**config.mk**
```make
export PLATFORM = sky130hd
export DESIGN_NAME = psg_tone_noise_envelope_unit
export DESIGN_NICKNAME = d
export VERILOG_FILES = /design/src/rtl/psg_tne_pkg.sv /design/src/rtl/psg_tone_noise_envelope_unit.sv
export SDC_FILE = /design/constraint.sdc
export NUM_CORES = 1
export LEC_CHECK = 0
export BUFFER_PORTS_ARGS = -buffer_cell sky130_fd_sc_hd__buf_2
export CORE_UTILIZATION = 60
export DETAILED_ROUTE_END_ITERATION = 6
export PLACE_DENSITY = 0.79
export SLEW_MARGIN = 15
export SYNTH_ARGS = -nofsm -noshare
export SYNTH_HDL_FRONTEND = slang
export SYNTH_SLANG_ARGS = --single-unit
export TNS_END_PERCENT = 20
```
**constraint.sdc**
```tcl
create_clock -name clk_i -period 13.5 [get_ports clk_i]
set_input_delay 0.675 -clock clk_i [delete_from_list [all_inputs] [get_ports clk_i]]
set_output_delay 0.675 -clock clk_i [all_outputs]
set_load 0.01 [all_outputs]
```
**src/rtl/psg_tne_pkg.sv**
```systemverilog
// ----------------------------------------------------------------------------
// PSG tone/noise/envelope package
// Commands, register map, level table and stream packing constants.
// ----------------------------------------------------------------------------
package psg_tne_pkg;

  typedef enum logic [1:0] {
    CMD_SELECT = 2'd0,
    CMD_WRITE  = 2'd1,
    CMD_READ   = 2'd2,
    CMD_TICK   = 2'd3
  } psg_cmd_e;

  localparam int unsigned NUM_REGS = 16;
  localparam int unsigned NUM_CH   = 3;

  localparam logic [3:0] REG_TONE_A_HI = 4'd1;
  localparam logic [3:0] REG_TONE_B_HI = 4'd3;
  localparam logic [3:0] REG_TONE_C_HI = 4'd5;
  localparam logic [3:0] REG_NOISE     = 4'd6;
  localparam logic [3:0] REG_MIXER     = 4'd7;
  localparam logic [3:0] REG_AMP_A     = 4'd8;
  localparam logic [3:0] REG_AMP_B     = 4'd9;
  localparam logic [3:0] REG_AMP_C     = 4'd10;
  localparam logic [3:0] REG_ENV_LO    = 4'd11;
  localparam logic [3:0] REG_ENV_HI    = 4'd12;
  localparam logic [3:0] REG_SHAPE     = 4'd13;

  localparam logic [7:0] MIXER_RESET = 8'h3F;
  localparam logic [7:0] MASK_NIBBLE = 8'h0F;
  localparam logic [7:0] MASK_FIVE   = 8'h1F;

  // floor(x / 3) = (x * DIV3_RECIP) >> DIV3_SHIFT for x < 2**17
  localparam int unsigned SUM_W      = 17;
  localparam logic [15:0] DIV3_RECIP = 16'd43691;
  localparam int unsigned DIV3_SHIFT = 17;

  // output tdata layout, lowest bit first
  localparam int unsigned RD_LSB     = 0;
  localparam int unsigned LVL_A_LSB  = 8;
  localparam int unsigned LVL_B_LSB  = 12;
  localparam int unsigned LVL_C_LSB  = 16;
  localparam int unsigned MIX_LSB    = 20;
  localparam int unsigned ENV_LSB    = 35;
  localparam int unsigned OUT_TDATA_W = 40;

  function automatic logic [14:0] level_q15(input logic [3:0] idx);
    logic [14:0] v;
    unique case (idx)
      4'd0:  v = 15'd0;
      4'd1:  v = 15'd449;
      4'd2:  v = 15'd672;
      4'd3:  v = 15'd954;
      4'd4:  v = 15'd1386;
      4'd5:  v = 15'd2025;
      4'd6:  v = 15'd2775;
      4'd7:  v = 15'd4486;
      4'd8:  v = 15'd5541;
      4'd9:  v = 15'd8674;
      4'd10: v = 15'd11557;
      4'd11: v = 15'd14742;
      4'd12: v = 15'd18691;
      4'd13: v = 15'd22521;
      4'd14: v = 15'd27794;
      default: v = 15'd32767;
    endcase
    return v;
  endfunction

endpackage

```
**src/rtl/psg_tone_noise_envelope_unit.sv**
```systemverilog
// ----------------------------------------------------------------------------
// PSG tone/noise/envelope unit
// Pipeline: input reg, state/level stage, mix-sum stage, divide-by-3
//   multiply into the output register. Throughput: one beat per cycle
//   unless the output stalls; stages advance independently under stall.
// Reset: async active low; registers 0..15 cleared (mixer to 0x3F), noise
//   LFSR to 1, envelope and counters cleared, pipeline emptied.
// ----------------------------------------------------------------------------
module psg_tone_noise_envelope_unit
  import psg_tne_pkg::*;
(
  input  logic                   clk_i,
  input  logic                   rst_ni,
  input  logic                   cfg_we_i,
  input  logic [2:0]             cfg_wdata_i,     // channel_mute
  input  logic                   s_axis_tvalid,
  output logic                   s_axis_tready,
  input  logic [7:0]             s_axis_tdata,    // [7:0] data
  input  logic [1:0]             s_axis_tuser,    // [1:0] cmd
  output logic                   m_axis_tvalid,
  input  logic                   m_axis_tready,
  // [7:0] read_data, [11:8] level_a, [15:12] level_b, [19:16] level_c,
  // [34:20] mix_level, [38:35] env_level, [39] zero
  output logic [OUT_TDATA_W-1:0] m_axis_tdata
);

  // stage valids and advance
  logic v0_q, v1_q, v2_q, v3_q;
  logic adv0, adv1, adv2, adv3;

  assign adv3 = ~v3_q | m_axis_tready;
  assign adv2 = ~v2_q | adv3;
  assign adv1 = ~v1_q | adv2;
  assign adv0 = ~v0_q | adv1;
  assign s_axis_tready = adv0;

  logic [2:0] mute_q;
  always_ff @(posedge clk_i or negedge rst_ni) begin
    if (!rst_ni) begin
      mute_q <= '0;
    end else if (cfg_we_i) begin
      mute_q <= cfg_wdata_i;
    end
  end

  // input register
  psg_cmd_e   cmd_q;
  logic [7:0] data_q;
  always_ff @(posedge clk_i or negedge rst_ni) begin
    if (!rst_ni) begin
      v0_q <= 1'b0;
    end else if (adv0) begin
      v0_q <= s_axis_tvalid;
    end
  end
  always_ff @(posedge clk_i) begin
    if (adv0 && s_axis_tvalid) begin
      cmd_q  <= psg_cmd_e'(s_axis_tuser);
      data_q <= s_axis_tdata;
    end
  end

  // generator state
  logic [7:0]  regs_q [NUM_REGS];
  logic [7:0]  regs_d [NUM_REGS];
  logic [3:0]  sel_q, sel_d;
  logic [11:0] tone_cnt_q [NUM_CH];
  logic [11:0] tone_cnt_d [NUM_CH];
  logic [2:0]  phase_q, phase_d;
  logic [5:0]  noise_cnt_q, noise_cnt_d;
  logic [16:0] noise_q, noise_d;
  logic [15:0] env_cnt_q, env_cnt_d;
  logic [3:0]  env_vol_q, env_vol_d;
  logic        holding_q, holding_d;
  logic        cont_q, cont_d;
  logic        attack_q, attack_d;
  logic        alt_q, alt_d;
  logic        hold_q, hold_d;

  logic        upd;
  assign upd = v0_q & adv1;

  logic [11:0] tone_p;
  logic [11:0] tone_inc;
  logic [5:0]  noise_lim;
  logic [5:0]  noise_inc;
  logic [15:0] env_p;
  logic [15:0] env_inc;
  logic [7:0]  wval;
  logic        ramp_end;

  always_comb begin
    for (int i = 0; i < NUM_REGS; i++) begin
      regs_d[i] = regs_q[i];
    end
    sel_d       = sel_q;
    tone_cnt_d  = tone_cnt_q;
    phase_d     = phase_q;
    noise_cnt_d = noise_cnt_q;
    noise_d     = noise_q;
    env_cnt_d   = env_cnt_q;
    env_vol_d   = env_vol_q;
    holding_d   = holding_q;
    cont_d      = cont_q;
    attack_d    = attack_q;
    alt_d       = alt_q;
    hold_d      = hold_q;
    tone_p      = '0;
    tone_inc    = '0;
    noise_lim   = '0;
    noise_inc   = '0;
    env_p       = '0;
    env_inc     = '0;
    wval        = data_q;
    ramp_end    = 1'b0;

    unique case (cmd_q)
      CMD_SELECT: begin
        sel_d = data_q[3:0];
      end
      CMD_WRITE: begin
        if (sel_q == REG_TONE_A_HI || sel_q == REG_TONE_B_HI ||
            sel_q == REG_TONE_C_HI || sel_q == REG_SHAPE) begin
          wval = data_q & MASK_NIBBLE;
        end else if (sel_q == REG_NOISE || sel_q == REG_AMP_A ||
                     sel_q == REG_AMP_B || sel_q == REG_AMP_C) begin
          wval = data_q & MASK_FIVE;
        end
        regs_d[sel_q] = wval;
        if (sel_q == REG_SHAPE) begin
          env_cnt_d = '0;
          holding_d = 1'b0;
          cont_d    = wval[3];
          attack_d  = wval[2];
          alt_d     = wval[1];
          hold_d    = wval[0];
          env_vol_d = wval[2] ? 4'd0 : 4'd15;
        end
      end
      CMD_READ: begin
      end
      CMD_TICK: begin
        for (int ch = 0; ch < NUM_CH; ch++) begin
          tone_p   = {regs_q[2*ch+1][3:0], regs_q[2*ch]};
          tone_p   = (tone_p == '0) ? 12'd1 : tone_p;
          tone_inc = tone_cnt_q[ch] + 12'd1;
          if (tone_inc >= tone_p) begin
            tone_cnt_d[ch] = '0;
            phase_d[ch]    = ~phase_q[ch];
          end else begin
            tone_cnt_d[ch] = tone_inc;
          end
        end

        noise_lim = (regs_q[REG_NOISE][4:0] == '0) ? 6'd2 : {regs_q[REG_NOISE][4:0], 1'b0};
        noise_inc = noise_cnt_q + 6'd1;
        if (noise_inc >= noise_lim) begin
          noise_cnt_d = '0;
          noise_d     = {noise_q[0] ^ noise_q[3], noise_q[16:1]};
        end else begin
          noise_cnt_d = noise_inc;
        end

        if (!holding_q) begin
          env_p   = {regs_q[REG_ENV_HI], regs_q[REG_ENV_LO]};
          env_p   = (env_p == '0) ? 16'd1 : env_p;
          env_inc = env_cnt_q + 16'd1;
          if (env_inc >= env_p) begin
            env_cnt_d = '0;
            if (attack_q) begin
              if (env_vol_q != 4'd15) env_vol_d = env_vol_q + 4'd1;
              else                    ramp_end  = 1'b1;
            end else begin
              if (env_vol_q != 4'd0)  env_vol_d = env_vol_q - 4'd1;
              else                    ramp_end  = 1'b1;
            end
          end else begin
            env_cnt_d = env_inc;
          end
          if (ramp_end) begin
            priority if (!cont_q) begin
              env_vol_d = 4'd0;
              holding_d = 1'b1;
            end else if (hold_q) begin
              if (alt_q) env_vol_d = attack_q ? 4'd0 : 4'd15;
              holding_d = 1'b1;
            end else if (alt_q) begin
              attack_d = ~attack_q;
            end else begin
              env_vol_d = attack_q ? 4'd0 : 4'd15;
            end
          end
        end
      end
      default: begin
      end
    endcase
  end

  always_ff @(posedge clk_i or negedge rst_ni) begin
    if (!rst_ni) begin
      for (int i = 0; i < NUM_REGS; i++) begin
        regs_q[i] <= (i == int'(REG_MIXER)) ? MIXER_RESET : 8'h00;
      end
      sel_q       <= '0;
      for (int ch = 0; ch < NUM_CH; ch++) begin
        tone_cnt_q[ch] <= '0;
      end
      phase_q     <= '0;
      noise_cnt_q <= '0;
      noise_q     <= 17'd1;
      env_cnt_q   <= '0;
      env_vol_q   <= '0;
      holding_q   <= 1'b0;
      cont_q      <= 1'b0;
      attack_q    <= 1'b0;
      alt_q       <= 1'b0;
      hold_q      <= 1'b0;
    end else if (upd) begin
      regs_q      <= regs_d;
      sel_q       <= sel_d;
      tone_cnt_q  <= tone_cnt_d;
      phase_q     <= phase_d;
      noise_cnt_q <= noise_cnt_d;
      noise_q     <= noise_d;
      env_cnt_q   <= env_cnt_d;
      env_vol_q   <= env_vol_d;
      holding_q   <= holding_d;
      cont_q      <= cont_d;
      attack_q    <= attack_d;
      alt_q       <= alt_d;
      hold_q      <= hold_d;
    end
  end

  // gated levels from the post-update state
  logic [3:0] lvl_d [NUM_CH];
  logic [7:0] mixer_d;
  logic [7:0] amp_d;
  logic [3:0] vol_d;

  always_comb begin
    mixer_d = regs_d[REG_MIXER];
    amp_d   = '0;
    vol_d   = '0;
    for (int ch = 0; ch < NUM_CH; ch++) begin
      amp_d     = regs_d[int'(REG_AMP_A) + ch];
      vol_d     = amp_d[4] ? env_vol_d : amp_d[3:0];
      lvl_d[ch] = ((phase_d[ch] | mixer_d[ch]) & (noise_d[0] | mixer_d[ch+3])) ? vol_d : 4'd0;
    end
  end

  // stage 1: levels, read data, envelope
  logic [3:0] lvl1_q [NUM_CH];
  logic [7:0] rd1_q;
  logic [3:0] env1_q;
  always_ff @(posedge clk_i or negedge rst_ni) begin
    if (!rst_ni) begin
      v1_q <= 1'b0;
    end else if (adv1) begin
      v1_q <= v0_q;
    end
  end
  always_ff @(posedge clk_i) begin
    if (upd) begin
      lvl1_q <= lvl_d;
      rd1_q  <= regs_d[sel_d];
      env1_q <= env_vol_d;
    end
  end

  // stage 2: table lookup and sum
  logic [SUM_W-1:0] sum_d, sum2_q;
  logic [3:0]       lvl2_q [NUM_CH];
  logic [7:0]       rd2_q;
  logic [3:0]       env2_q;

  always_comb begin
    sum_d = '0;
    for (int ch = 0; ch < NUM_CH; ch++) begin
      if (!mute_q[ch]) sum_d = sum_d + SUM_W'(level_q15(lvl1_q[ch]));
    end
  end

  always_ff @(posedge clk_i or negedge rst_ni) begin
    if (!rst_ni) begin
      v2_q <= 1'b0;
    end else if (adv2) begin
      v2_q <= v1_q;
    end
  end
  always_ff @(posedge clk_i) begin
    if (adv2 && v1_q) begin
      sum2_q <= sum_d;
      lvl2_q <= lvl1_q;
      rd2_q  <= rd1_q;
      env2_q <= env1_q;
    end
  end

  // stage 3: divide by 3 via reciprocal multiply
  logic [SUM_W+15:0] prod;
  logic [14:0]       mix_d;
  assign prod  = sum2_q * DIV3_RECIP;
  assign mix_d = prod[DIV3_SHIFT +: 15];

  logic [OUT_TDATA_W-1:0] out_q;
  always_ff @(posedge clk_i or negedge rst_ni) begin
    if (!rst_ni) begin
      v3_q <= 1'b0;
    end else if (adv3) begin
      v3_q <= v2_q;
    end
  end
  always_ff @(posedge clk_i) begin
    if (adv3 && v2_q) begin
      out_q <= {1'b0, env2_q, mix_d, lvl2_q[2], lvl2_q[1], lvl2_q[0], rd2_q};
    end
  end

  assign m_axis_tvalid = v3_q;
  assign m_axis_tdata  = out_q;

endmodule

```
==> impl_summary.log, run 1 <==
INFO  metric synthesis.area_per_instance = ~10 sq um
INFO  metric async_flop_share = 0.5870
INFO  metric synth_seq_cells = between 300 and 400
INFO  metric dr.first_iter.drc_count = 1,512
INFO  metric timing.critical_path.mode_cell = sky130_fd_sc_hd__fa_1
INFO  metric ctsHoldBuffers = 0
INFO  metric synth_enable_flop_cells = between 100 and 150
INFO  metric ratio_of_cells_with_drive_above_1_in_the_final_layout = 0.1005
INFO  metric iteration_count_of_the_initial_detailed_routing_pass = 5
INFO  metric syn_nets = ~3,000
INFO  metric synth_top_area_cell = sky130_fd_sc_hd__dfrtp_1
INFO  metric tritoncts.num_buffers = 43
INFO  metric criticalPathCategory = register to register
INFO  metric outcome = finished, final reports clean
INFO  metric endpoint_class_of_the_critical_path = register
INFO  metric cts.sinks = between 300 and 400
INFO  metric relSlewSlack = 0.2901
INFO  metric cts-htree-levels = 2
INFO  metric slew_viol_final = 0
INFO  metric avgViaCountPerCell = just over 6
INFO  metric wl = 63,370 microns
INFO  metric crit_buf_inv = 2
INFO  metric syn2layout_area_growth = 8.362%
INFO  metric hold_path_class = input pin to asynchronous set/reset pin
INFO  metric design.die.area = between 40,000 and 50,000 sq um
INFO  metric clock-root-buffer = sky130_fd_sc_hd__clkbuf_16
INFO  metric clock.fmax = 168.2 MHz
INFO  metric place.gp.congestion = around 0.96
INFO  metric antenna_cells = 0
INFO  metric rsz0062_at_grt = false
INFO  metric grt_pass1_vias = 19,760
INFO  metric yosysTopAreaCellShare = 0.2127
INFO  metric die_w = 209.2 microns
INFO  metric drt_drc_violations_left = 0
INFO  metric synth_commonest_cells = 318 x sky130_fd_sc_hd__nand2_1, 248 x sky130_fd_sc_hd__ha_1, 238 x sky130_fd_sc_hd__inv_1
INFO  metric synth_warn = 0
INFO  metric cp.arrival = 6.25 ns
INFO  metric grt_first_pass_wirelength = 102,800 microns
INFO  metric clkTransAtPathRegs = ~0.06 ns
INFO  metric globalRouteOverflowTotal = 0
INFO  metric starting_density_of_the_core = 0.6115
INFO  metric cts_repair_resize_count = 0
INFO  metric num_vias = 19,680
INFO  metric path_cells = ha_1, inv_1, fa_1, fa_1, inv_1, fa_1, fa_1, fa_1, ha_1, nor3_1, o31ai_1, o31ai_1, a31oi_1, o2111ai_1, nand2_1, a311oi_1, a311oi_1
INFO  metric post-cts-setup-buffer-count = 0
INFO  metric post-synth-top-count-cell = sky130_fd_sc_hd__nand2_1
INFO  metric boundaryPins = 60
INFO  metric setup-tns-final = 0 ns
INFO  metric grt_antenna_before_repair = 0
INFO  metric max_clock_skew = 0.01902 ns
INFO  metric detail-route-antenna-nets = 0
INFO  metric syn_inst = 2,624
INFO  metric drt-wirelength-per-cell = approximately 20 microns
INFO  metric yosys_most_used_dff = sky130_fd_sc_hd__dfrtp_1
INFO  metric post-route-period-util = 0.4405
INFO  metric n_fill_cell = roughly 3,300
INFO  metric worstPathMaxFanout = 6
INFO  metric clk_latency = 0.58 ns
INFO  metric final_hpwl_dp = 46,710 microns
INFO  metric timing_worst_slew_pin_value = 1.051 ns
INFO  metric design.core.area = around 42,000 sq um
INFO  metric port_buffers = 58
INFO  metric synth_seq_area_share = 0.3877
INFO  metric ys_types = just over 100
INFO  metric final-setup-viol-count = 0
INFO  metric netlist_top_cells_area = sky130_fd_sc_hd__dfrtp_1 21%, sky130_fd_sc_hd__edfxtp_1 13%, sky130_fd_sc_hd__ha_1 12%
INFO  metric cp_slowest_cell = sky130_fd_sc_hd__fa_1
INFO  metric crit_path_start_kind = register
INFO  metric critPathTopFamily = adder cells
INFO  metric layout.nets = 2,998
INFO  metric slowest_delay = around 0.54 ns
INFO  metric total_standard_cell_area_after_synthesis = ~26,000 sq um
INFO  metric final-hold-violation-count = 0
INFO  metric grt_start_max_net_pins = slightly above 90
INFO  metric standard_cell_row_count = 75
INFO  metric timing.final.crit_period = ~5.9 ns
INFO  metric clock_tree_from_tritoncts = built
INFO  metric cap_violations = 0
INFO  metric cts_max_path_buffers = 3
INFO  metric die-height = between 200 and 250 microns
INFO  metric grt_use_total = 0.2954
INFO  metric worst-endpoint-required = 13.80 ns
-- worst paths after layout --
kind / from / slack [ns] / depth (start not counted) / endpoint
setup / recovery: sum2_q[1]$_DFFE_PP_ / 7.55 / 17 / m_axis_tdata[34]$_DFFE_PP_
setup reg to reg: sum2_q[1]$_DFFE_PP_ / 7.55 / 17 / m_axis_tdata[34]$_DFFE_PP_
hold / removal: rst_ni / 0.12 / 1 / env_cnt_q[3]$_DFFE_PN0P_
min in group clk_i: s_axis_tdata[4] / 0.27 / 1 / data_q[4]$_DFFE_PP_
hold reg to reg: rd1_q[3]$_DFFE_PP_ / 0.42 / 0 / rd2_q[3]$_DFFE_PP_
max in group asynchronous: rst_ni / 11.19 / 3 / regs_q[116]$_DFFE_PN0P_
-- layer usage --
layer  GRT usage  vias to the layer above  share of wire
li1            -                     9317              -
met2      0.4817                      730           0.47
met5           0                        -              0
met1      0.4028                     9507           0.44
met4      0.1027                        0          0.030
met3     0.04494                      128          0.067
-- logic make-up (layout without fill, tap and decap cells) --
family / count (synthesis) / after routing / synth area share
flops: 385 / 385 / 0.3877
other cells: 1 / 1 / 0.0001455
xor+xnor: 97 / 97 / 0.03297
compound gates: 592 / 592 / 0.1526
simple gates: 754 / 754 / 0.1366
fa+ha+maj: 338 / 338 / 0.1904
mux: 111 / 111 / 0.04793
buf+inv: 346 / 399 / 0.05172
-- metrics by stage --
stage               std cells  area, sq um  hold WS (ns)    util  setup WS (ns)
floorplan                2624        25770        0.3794       -          8.161
global placement         3136        26500        0.4034  0.6290          7.748
detailed placement       3136        26500        0.4045  0.6290          7.507
CTS                      3216        27920        0.1515  0.6626          7.543
global route             3216        27920        0.1920  0.6627          7.240
finish                   3216        27920        0.1214  0.6627          7.553
-- placed cells by master (no fill, tap or decap), drive strengths merged, types with 18 or more instances in the layout --
cell / Yosys / final
xor2: 38 / 38
a31oi: 18 / 18
a211oi: 26 / 26
nor2: 149 / 149
buf: 20 / 78
clkbuf: 85 / 55
o21ai: 226 / 226
nor3: 42 / 42
nand2b: 23 / 23
nand2: 318 / 318
edfxtp: 114 / 114
mux2i: 36 / 36
a21o: 20 / 20
nand3: 52 / 52
a21oi: 83 / 83
mux2: 73 / 73
and3: 32 / 32
ha: 248 / 248
and2: 44 / 44
fa: 90 / 90
nor2b: 31 / 31
dfrtp: 219 / 219
inv: 239 / 244
dfxtp: 45 / 45
o22ai: 24 / 24
xnor2: 59 / 59
-- area by class of cell --
| class | instances | area [sq um] | share of cell area |
|---|---|---|---|
| clock buffer | 55 | 1161 | 0.04159 |
| inverter | 241 | 905.9 | 0.03244 |
| sequential | 385 | 9988 | 0.3577 |
| clock inverter | 25 | 252.7 | 0.009052 |
| timing repair buffer | 78 | 450.4 | 0.01613 |
| multi-input combinational | 1893 | 14490 | 0.5189 |
| tap | 539 | 674.4 | 0.02415 |
-- worst register-to-register path, cell delays in order (launching register included) --
cell and delay, ns:
sky130_fd_sc_hd__edfxtp_1 0.49, sky130_fd_sc_hd__ha_1 0.43, sky130_fd_sc_hd__inv_1 0.08, sky130_fd_sc_hd__fa_1 0.47
sky130_fd_sc_hd__fa_1 0.54, sky130_fd_sc_hd__inv_1 0.05, sky130_fd_sc_hd__fa_1 0.50, sky130_fd_sc_hd__fa_1 0.53
sky130_fd_sc_hd__fa_1 0.50, sky130_fd_sc_hd__ha_1 0.22, sky130_fd_sc_hd__nor3_1 0.18, sky130_fd_sc_hd__o31ai_1 0.12
sky130_fd_sc_hd__o31ai_1 0.44, sky130_fd_sc_hd__a31oi_1 0.23, sky130_fd_sc_hd__o2111ai_1 0.28, sky130_fd_sc_hd__nand2_1 0.16
sky130_fd_sc_hd__a311oi_1 0.37, sky130_fd_sc_hd__a311oi_1 0.10
Power of run 1 is left out: the tool's default activity adds up to more than one toggle a clock period on the data nets, which glitch-free logic cannot reach.
==> inputs of run 2 (changes only) <==
ABC_AREA = 1   (was default)
clock period = 6 ns   (was 13.5 ns; I/O delays follow)
==> run 2 against run 1 <==
Sequential share of layout area is 0.93 points lower. Register-to-register slack worse by 7.2 ns. Die area is 2.1% higher. Via count is 9.6% higher. Global-route usage is 0.15 points lower.
==> impl_summary.log, run 2 <==
INFO  metric crit_path_start_kind = register
INFO  metric drt-wirelength-per-cell = 16.96 microns
INFO  metric timing_worst_slew_pin_value = 1.054 ns
INFO  metric async_flop_share = 0.5870
INFO  metric post-synth-top-count-cell = sky130_fd_sc_hd__nand2_1
INFO  metric synth_seq_cells = roughly 390
INFO  metric final-hold-violation-count = 0
INFO  metric startpoint_of_the_most_critical_register_to_register_path = sum2_q[1]$_DFFE_PP_
INFO  metric worst-endpoint-required = between 6 and 7 ns
INFO  metric worstPathMaxFanout = 6
INFO  metric synth_warn = 0
INFO  metric final-setup-viol-count = 0
INFO  metric cap_violations = 0
INFO  metric rr_endpoint = m_axis_tdata[34]$_DFFE_PP_
INFO  metric netlist_top_cells_area = sky130_fd_sc_hd__dfrtp_1 21%, sky130_fd_sc_hd__edfxtp_1 13%, sky130_fd_sc_hd__ha_1 12%
INFO  metric avgViaCountPerCell = 5.666
INFO  metric grt_pass1_vias = 20,880
INFO  metric cts.sinks = 385
INFO  metric criticalPathCategory = register to register
INFO  metric max_clock_skew = between 0.009 and 0.01 ns
INFO  metric post-cts-setup-buffer-count = 0
INFO  metric placed_cell_area = 27,000 sq um
INFO  metric synth_enable_flop_cells = 114
INFO  metric r2r_setup_slack = around 0.36 ns
INFO  metric finalInstanceArea = 28,670 sq um
INFO  metric timing.hold.ws = 0.03742 ns
INFO  metric most-common-layout-cells = 701 x sky130_fd_sc_hd__nand2_1, 442 x sky130_fd_sc_hd__inv_1, 321 x sky130_fd_sc_hd__o21ai_0
INFO  metric port_buffers = 58
INFO  metric hold_path_class = input pin to register
INFO  metric cts-htree-levels = 2
INFO  metric yosys_most_used_dff = sky130_fd_sc_hd__dfrtp_1
INFO  metric design.die.area = 44,700 sq um
INFO  metric synthesis.area_per_instance = about 8.4 sq um
INFO  metric die-height = around 210 microns
INFO  metric most_frequent_standard_cell_in_the_layout_excluding_fill_and_tap_cells = sky130_fd_sc_hd__nand2_1
INFO  metric path_cells = ha_1, inv_1, fa_1, fa_1, inv_1, fa_1, fa_1, fa_1, ha_1, a21oi_1, o21a_1, o21ai_0, a21oi_1, o21a_1, o21bai_1, nand2_1, nand3_1, xor2_1
INFO  metric drt_drc_violations_left = 0
INFO  metric grt_antenna_before_repair = 0
INFO  metric grt_first_pass_wirelength = 104,600 microns
INFO  metric place.gp.congestion = 0.9550
INFO  metric cp_slowest_cell = sky130_fd_sc_hd__fa_1
INFO  metric total_standard_cell_area_after_synthesis = 26,310 sq um
INFO  metric boundaryPins = 60
INFO  metric relSlewSlack = 0.2948
INFO  metric synth_top_area_cell = sky130_fd_sc_hd__dfrtp_1
INFO  metric syn_nets = 3,505
INFO  metric globalRouteOverflowTotal = 0
INFO  metric ys_types = 63
INFO  metric syn_inst = 3,149
INFO  metric synth_commonest_cells = 702 x sky130_fd_sc_hd__nand2_1, 444 x sky130_fd_sc_hd__inv_1, 321 x sky130_fd_sc_hd__o21ai_0
INFO  metric setup-tns-final = 0 ns
INFO  metric tritoncts.num_buffers = between 40 and 50
INFO  metric clock_tree_from_tritoncts = built
INFO  metric worst-r2r-cell-count = 18
INFO  metric hp-start = cfg_we_i
INFO  metric antenna_cells = 0
INFO  metric clock-root-buffer = sky130_fd_sc_hd__clkbuf_16
INFO  metric worst_hold_path.num_cells = 2
INFO  metric synth_seq_area_share = 0.3796
INFO  metric ratio_of_cells_with_drive_above_1_in_the_final_layout = 0.07540
INFO  metric cts_repair_resize_count = 0
INFO  metric grt_use_total = 0.2939
INFO  metric detail-route-antenna-nets = 0
INFO  metric layout.nets = 3,543
INFO  metric post-route-period-util = 0.9404
INFO  metric slowest_delay = about 0.55 ns
INFO  metric clkTransAtPathRegs = roughly 0.060 ns
INFO  metric dr.first_iter.drc_count = about 1,800
INFO  metric yosysTopAreaCellShare = 0.2083
INFO  metric endpoint_class_of_the_critical_path = register
INFO  metric clk_latency = 0.59 ns
INFO  metric timing.final.crit_period = 5.643 ns
INFO  metric rsz0062_at_grt = false
INFO  metric timing.critical_path.mode_cell = sky130_fd_sc_hd__fa_1
INFO  metric postLayoutCoreUtil = 0.6640
INFO  metric outcome = finished, final reports clean
INFO  metric wl = 64,600 microns
INFO  metric clock.fmax = 177.2 MHz
INFO  metric final_hpwl_dp = 48,380 microns
INFO  metric starting_density_of_the_core = 0.6095
INFO  metric cts_max_path_buffers = 3
INFO  metric syn2layout_area_growth = 8.934%
INFO  metric standard_cell_row_count = 76
INFO  metric min_to = mute_q[0]$_DFFE_PN0P_
INFO  metric grt_start_max_net_pins = 112
INFO  metric num_vias = 21,580
INFO  metric die_w = about 210 microns
INFO  metric slew_viol_final = 0
INFO  metric design.core.area = 43,170 sq um
INFO  metric iteration_count_of_the_initial_detailed_routing_pass = 6
INFO  metric cp.arrival = around 6.0 ns
==> run 2: timing repair <==
item	in CTS	in global routing
hold endpoints to repair	124	0
setup endpoints to repair	0	0
hold buffers	20	0
==> run 2: layer usage <==
| layer | global-route usage | up-vias | part of all wire |
|---|---|---|---|
| li1 | - | 10420 | - |
| met1 | 0.4104 | 10260 | 0.44 |
| met2 | 0.4689 | 782 | 0.46 |
| met3 | 0.04213 | 118 | 0.070 |
| met4 | 0.1029 | 0 | 0.028 |
| met5 | 0 | - | 0 |
==> run 2: how the worst max path moves through the flow <==
stage	startpoint	endpoint	slack, ns
floorplan	sum2_q[1]$_DFFE_PP_	m_axis_tdata[34]$_DFFE_PP_	0.87
global placement	sum2_q[1]$_DFFE_PP_	m_axis_tdata[34]$_DFFE_PP_	0.56
detailed placement	sum2_q[1]$_DFFE_PP_	m_axis_tdata[34]$_DFFE_PP_	0.43
CTS	sum2_q[1]$_DFFE_PP_	m_axis_tdata[34]$_DFFE_PP_	0.38
global route	sum2_q[1]$_DFFE_PP_	m_axis_tdata[34]$_DFFE_PP_	0.08
finish	sum2_q[1]$_DFFE_PP_	m_axis_tdata[34]$_DFFE_PP_	0.36
==> run 2: cells by family (layout without fill, tap and decap cells) <==
logic type / count (synthesis) / in the layout / share of synthesized area
simple gates: 1154 / 1154 / 0.1890
fa+ha+maj: 338 / 338 / 0.1864
other cells: 1 / 1 / 0.0001425
flops: 385 / 385 / 0.3796
buf+inv: 572 / 646 / 0.08573
mux: 5 / 5 / 0.002045
xor+xnor: 89 / 89 / 0.02962
compound gates: 605 / 605 / 0.1275
==> run 2: critical path, delay by kind of cell, from the launching register on <==
kind / cells / cell delay, ns
flops: 1 / 0.48
buf+inv: 2 / 0.14
compound gates: 6 / 1.08
xor+xnor: 1 / 0.15
simple gates: 2 / 0.17
fa+ha+maj: 7 / 3.36
==> run 2: stage by stage <==
step | std cells | setup WS, ns
final | 3808 | 0.3573
after global routing | 3808 | 0.07926
after CTS | 3807 | 0.3803
after detailed placement | 3705 | 0.4310
after global placement | 3705 | 0.5554
after floorplan | 3149 | 0.8749
==> run 2: area by class of cell <==
cell class | instances | area, sq um
Fill cell | 3529 | 14510
Multi-Input combinational cell | 2192 | 14100
Clock inverter | 18 | 198.9
Tap cell | 585 | 732.0
Sequential cell | 385 | 9988
Clock buffer | 64 | 1247
Timing Repair Buffer | 93 | 625.6
Inverter | 471 | 1770
Power of run 2 is left out for the same reason.
==> inputs of run 3 (changes only) <==
CELL_PAD_IN_SITES_DETAIL_PLACEMENT = 2   (was default)
CELL_PAD_IN_SITES_GLOBAL_PLACEMENT = 2   (was default)
CORE_UTILIZATION = 40   (was 60)
PLACE_DENSITY = 0.84   (was 0.79)
SETUP_SLACK_MARGIN = 0.4   (was default)
==> run 3 against run 2 <==
Wire length increased by 40%. Global-route usage decreased by 2.2 points. Non-clock buffer count increased by 7. Highest routed layer unchanged. Maximum frequency increased by 2.4%. Flip-flop and latch count unchanged. Register-to-register slack improved by 0.13 ns. Clock skew increased by 0.015 ns. First-iteration DRC count decreased by 48%.
==> impl_summary.log, run 3 (synthesis gave the netlist of run 2 again) <==
INFO  metric hold_path_class = input pin to register
INFO  metric boundaryPins = 60
INFO  metric globalRouteOverflowTotal = 0
INFO  metric standard_cell_row_count = 93
INFO  metric timing.critical_path.mode_cell = sky130_fd_sc_hd__fa_1
INFO  metric num_vias = 22,370
INFO  metric clock_tree_from_tritoncts = built
INFO  metric max_clock_skew = between 0.02 and 0.03 ns
INFO  metric rr_endpoint = m_axis_tdata[30]$_DFFE_PP_
INFO  metric r2r_setup_slack = 0.49 ns
INFO  metric design.die.area = 66,810 sq um
INFO  metric cp.arrival = 5.85 ns
INFO  metric dr.first_iter.drc_count = roughly 940
INFO  metric iteration_count_of_the_initial_detailed_routing_pass = 5
INFO  metric rsz0062_at_grt = true
INFO  metric worstPathMaxFanout = 5
INFO  metric crit_buf_inv = 2
INFO  metric wl = 90,550 microns
INFO  metric drt_drc_violations_left = 0
INFO  metric layout.nets = 3,552
INFO  metric n_fill_cell = between 7,000 and 8,000
INFO  metric grt_first_pass_wirelength = 142,900 microns
INFO  metric ratio_of_cells_with_drive_above_1_in_the_final_layout = 0.08630
INFO  metric final-setup-viol-count = 0
INFO  metric cap_violations = 0
INFO  metric outcome = finished, final reports clean
INFO  metric clock.fmax = 181.4 MHz
INFO  metric placed_cells = 3,977
INFO  metric worst-endpoint-required = between 6 and 7 ns
INFO  metric clock-root-buffer = sky130_fd_sc_hd__clkbuf_16
INFO  metric port_buffers = 58
INFO  metric place.gp.congestion = 0.8847
INFO  metric final_hpwl_dp = 65,840 microns
INFO  metric die_w = 258.5 microns
INFO  metric startpoint_of_the_worst_setup_timing_path = sum2_q[1]$_DFFE_PP_
INFO  metric timing.final.crit_period = about 5.5 ns
INFO  metric most_frequent_standard_cell_in_the_layout_excluding_fill_and_tap_cells = sky130_fd_sc_hd__nand2_1
INFO  metric criticalPathCategory = register to register
INFO  metric grt_use_total = 0.2719
INFO  metric cts_max_path_buffers = 3
INFO  metric fin_ws = 0.4883 ns
INFO  metric cts.sinks = a little under 400
INFO  metric post-route-period-util = 0.9186
INFO  metric crit_path_start_kind = register
INFO  metric path_cells = ha_4, inv_1, fa_1, fa_1, inv_1, fa_1, fa_1, fa_1, ha_1, nand4_1, o21ai_1, a21oi_2, o21a_1, o21bai_2, a21oi_1, xnor2_1
INFO  metric instance_count_on_the_critical_path = 16
INFO  metric clkTransAtPathRegs = 0.07 ns
INFO  metric syn2layout_area_growth = 11.07%
INFO  metric die-height = 258.5 microns
INFO  metric slew_viol_final = 0
INFO  metric relSlewSlack = 0.1908
INFO  metric startpoint_of_the_most_critical_register_to_register_path = sum2_q[1]$_DFFE_PP_
INFO  metric crit_end = m_axis_tdata[30]$_DFFE_PP_
INFO  metric drt-wirelength-per-cell = 22.15 microns
INFO  metric grt_start_max_net_pins = 176
INFO  metric final-hold-violation-count = 0
INFO  metric detail-route-antenna-nets = 0
INFO  metric design.core.area = 64,700 sq um
INFO  metric cts-htree-levels = 2
INFO  metric grt_antenna_before_repair = 0
INFO  metric tritoncts.num_buffers = between 40 and 50
INFO  metric most-common-layout-cells = 694 x sky130_fd_sc_hd__nand2_1, 441 x sky130_fd_sc_hd__inv_1, 320 x sky130_fd_sc_hd__o21ai_0
INFO  metric worst-r2r-cell-count = 16
INFO  metric endpoint_class_of_the_critical_path = register
INFO  metric antenna_cells = 0
INFO  metric non_filler_cells_final = between 4,000 and 5,000
INFO  metric cp_slowest_cell = sky130_fd_sc_hd__fa_1
INFO  metric clk_latency = between 0.6 and 0.7 ns
INFO  metric critPathTopFamily = adder cells
INFO  metric starting_density_of_the_core = 0.4067
INFO  metric grt_pass1_vias = roughly 26,000
INFO  metric setup-tns-final = 0 ns
INFO  metric timing_worst_slew_pin_value = 1.209 ns
INFO  metric slowest_delay = 0.56 ns
INFO  metric avgViaCountPerCell = 5.471
INFO  metric pre_cts_slack = 0.1795 ns
[run 3: changes by cell type in the layout (fill, tap and decap cells not counted), sizes merged]
cell    previous run  this run
buf               73        80
clkinv            19        22
bufinv             3         2
inv              465       466
[run 3: how the worst min path moves through the flow]
stage             start                    endpoint  slack [ns]  cells past startpoint
2_1_floorplan    rst_ni           alt_q$_DFFE_PN0P_       0.004                      0
3_3_place_gp     rst_ni  tone_cnt_q[16]$_DFFE_PN0P_        0.24                      1
3_5_place_dp     rst_ni  tone_cnt_q[16]$_DFFE_PN0P_        0.24                      1
4_1_cts        cfg_we_i       mute_q[0]$_DFFE_PN0P_        0.03                      2
5_1_grt        cfg_we_i       mute_q[0]$_DFFE_PN0P_        0.05                      2
6_report       cfg_we_i       mute_q[0]$_DFFE_PN0P_        0.04                      2
[run 3: layout make-up]
| type | count | area (sq um) | share of cell area |
|---|---|---|---|
| timing repair buffer | 100 | 678.2 | 0.02320 |
| tap | 855 | 1070 | 0.03660 |
| sequential | 385 | 9988 | 0.3418 |
| clock buffer | 64 | 1341 | 0.04589 |
| inverter | 471 | 1770 | 0.06058 |
| multi-input combinational | 2192 | 14190 | 0.4856 |
| clock inverter | 21 | 187.7 | 0.006422 |
[run 3: metrics by stage]
stage	hold WS, ns	util	instance area (sq um)
after floorplan	0.004409	-	26310
after global placement	0.2364	0.4230	27360
after detailed placement	0.2383	0.4230	27360
after CTS	0.02941	0.4499	29110
after global routing	0.05301	0.4517	29230
final	0.03937	0.4517	29230
[run 3: layer usage]
layer	GRT usage	wire, microns	vias to the layer above
met3	0.03032	2446	162
met4	0.08810	2592	0
met1	0.3281	38210	11450
li1	-	-	10440
met5	0	0	-
met2	0.5007	47290	320
[run 3: timing repair]
action	4_1_cts	5_1_grt
setup buffers	0	6
gates cloned	0	0
setup endpoints to repair	9	49
hold buffers	20	0
hold endpoints to repair	66	0
gates resized for setup	3	19
Power of run 3 is left out for the same reason.
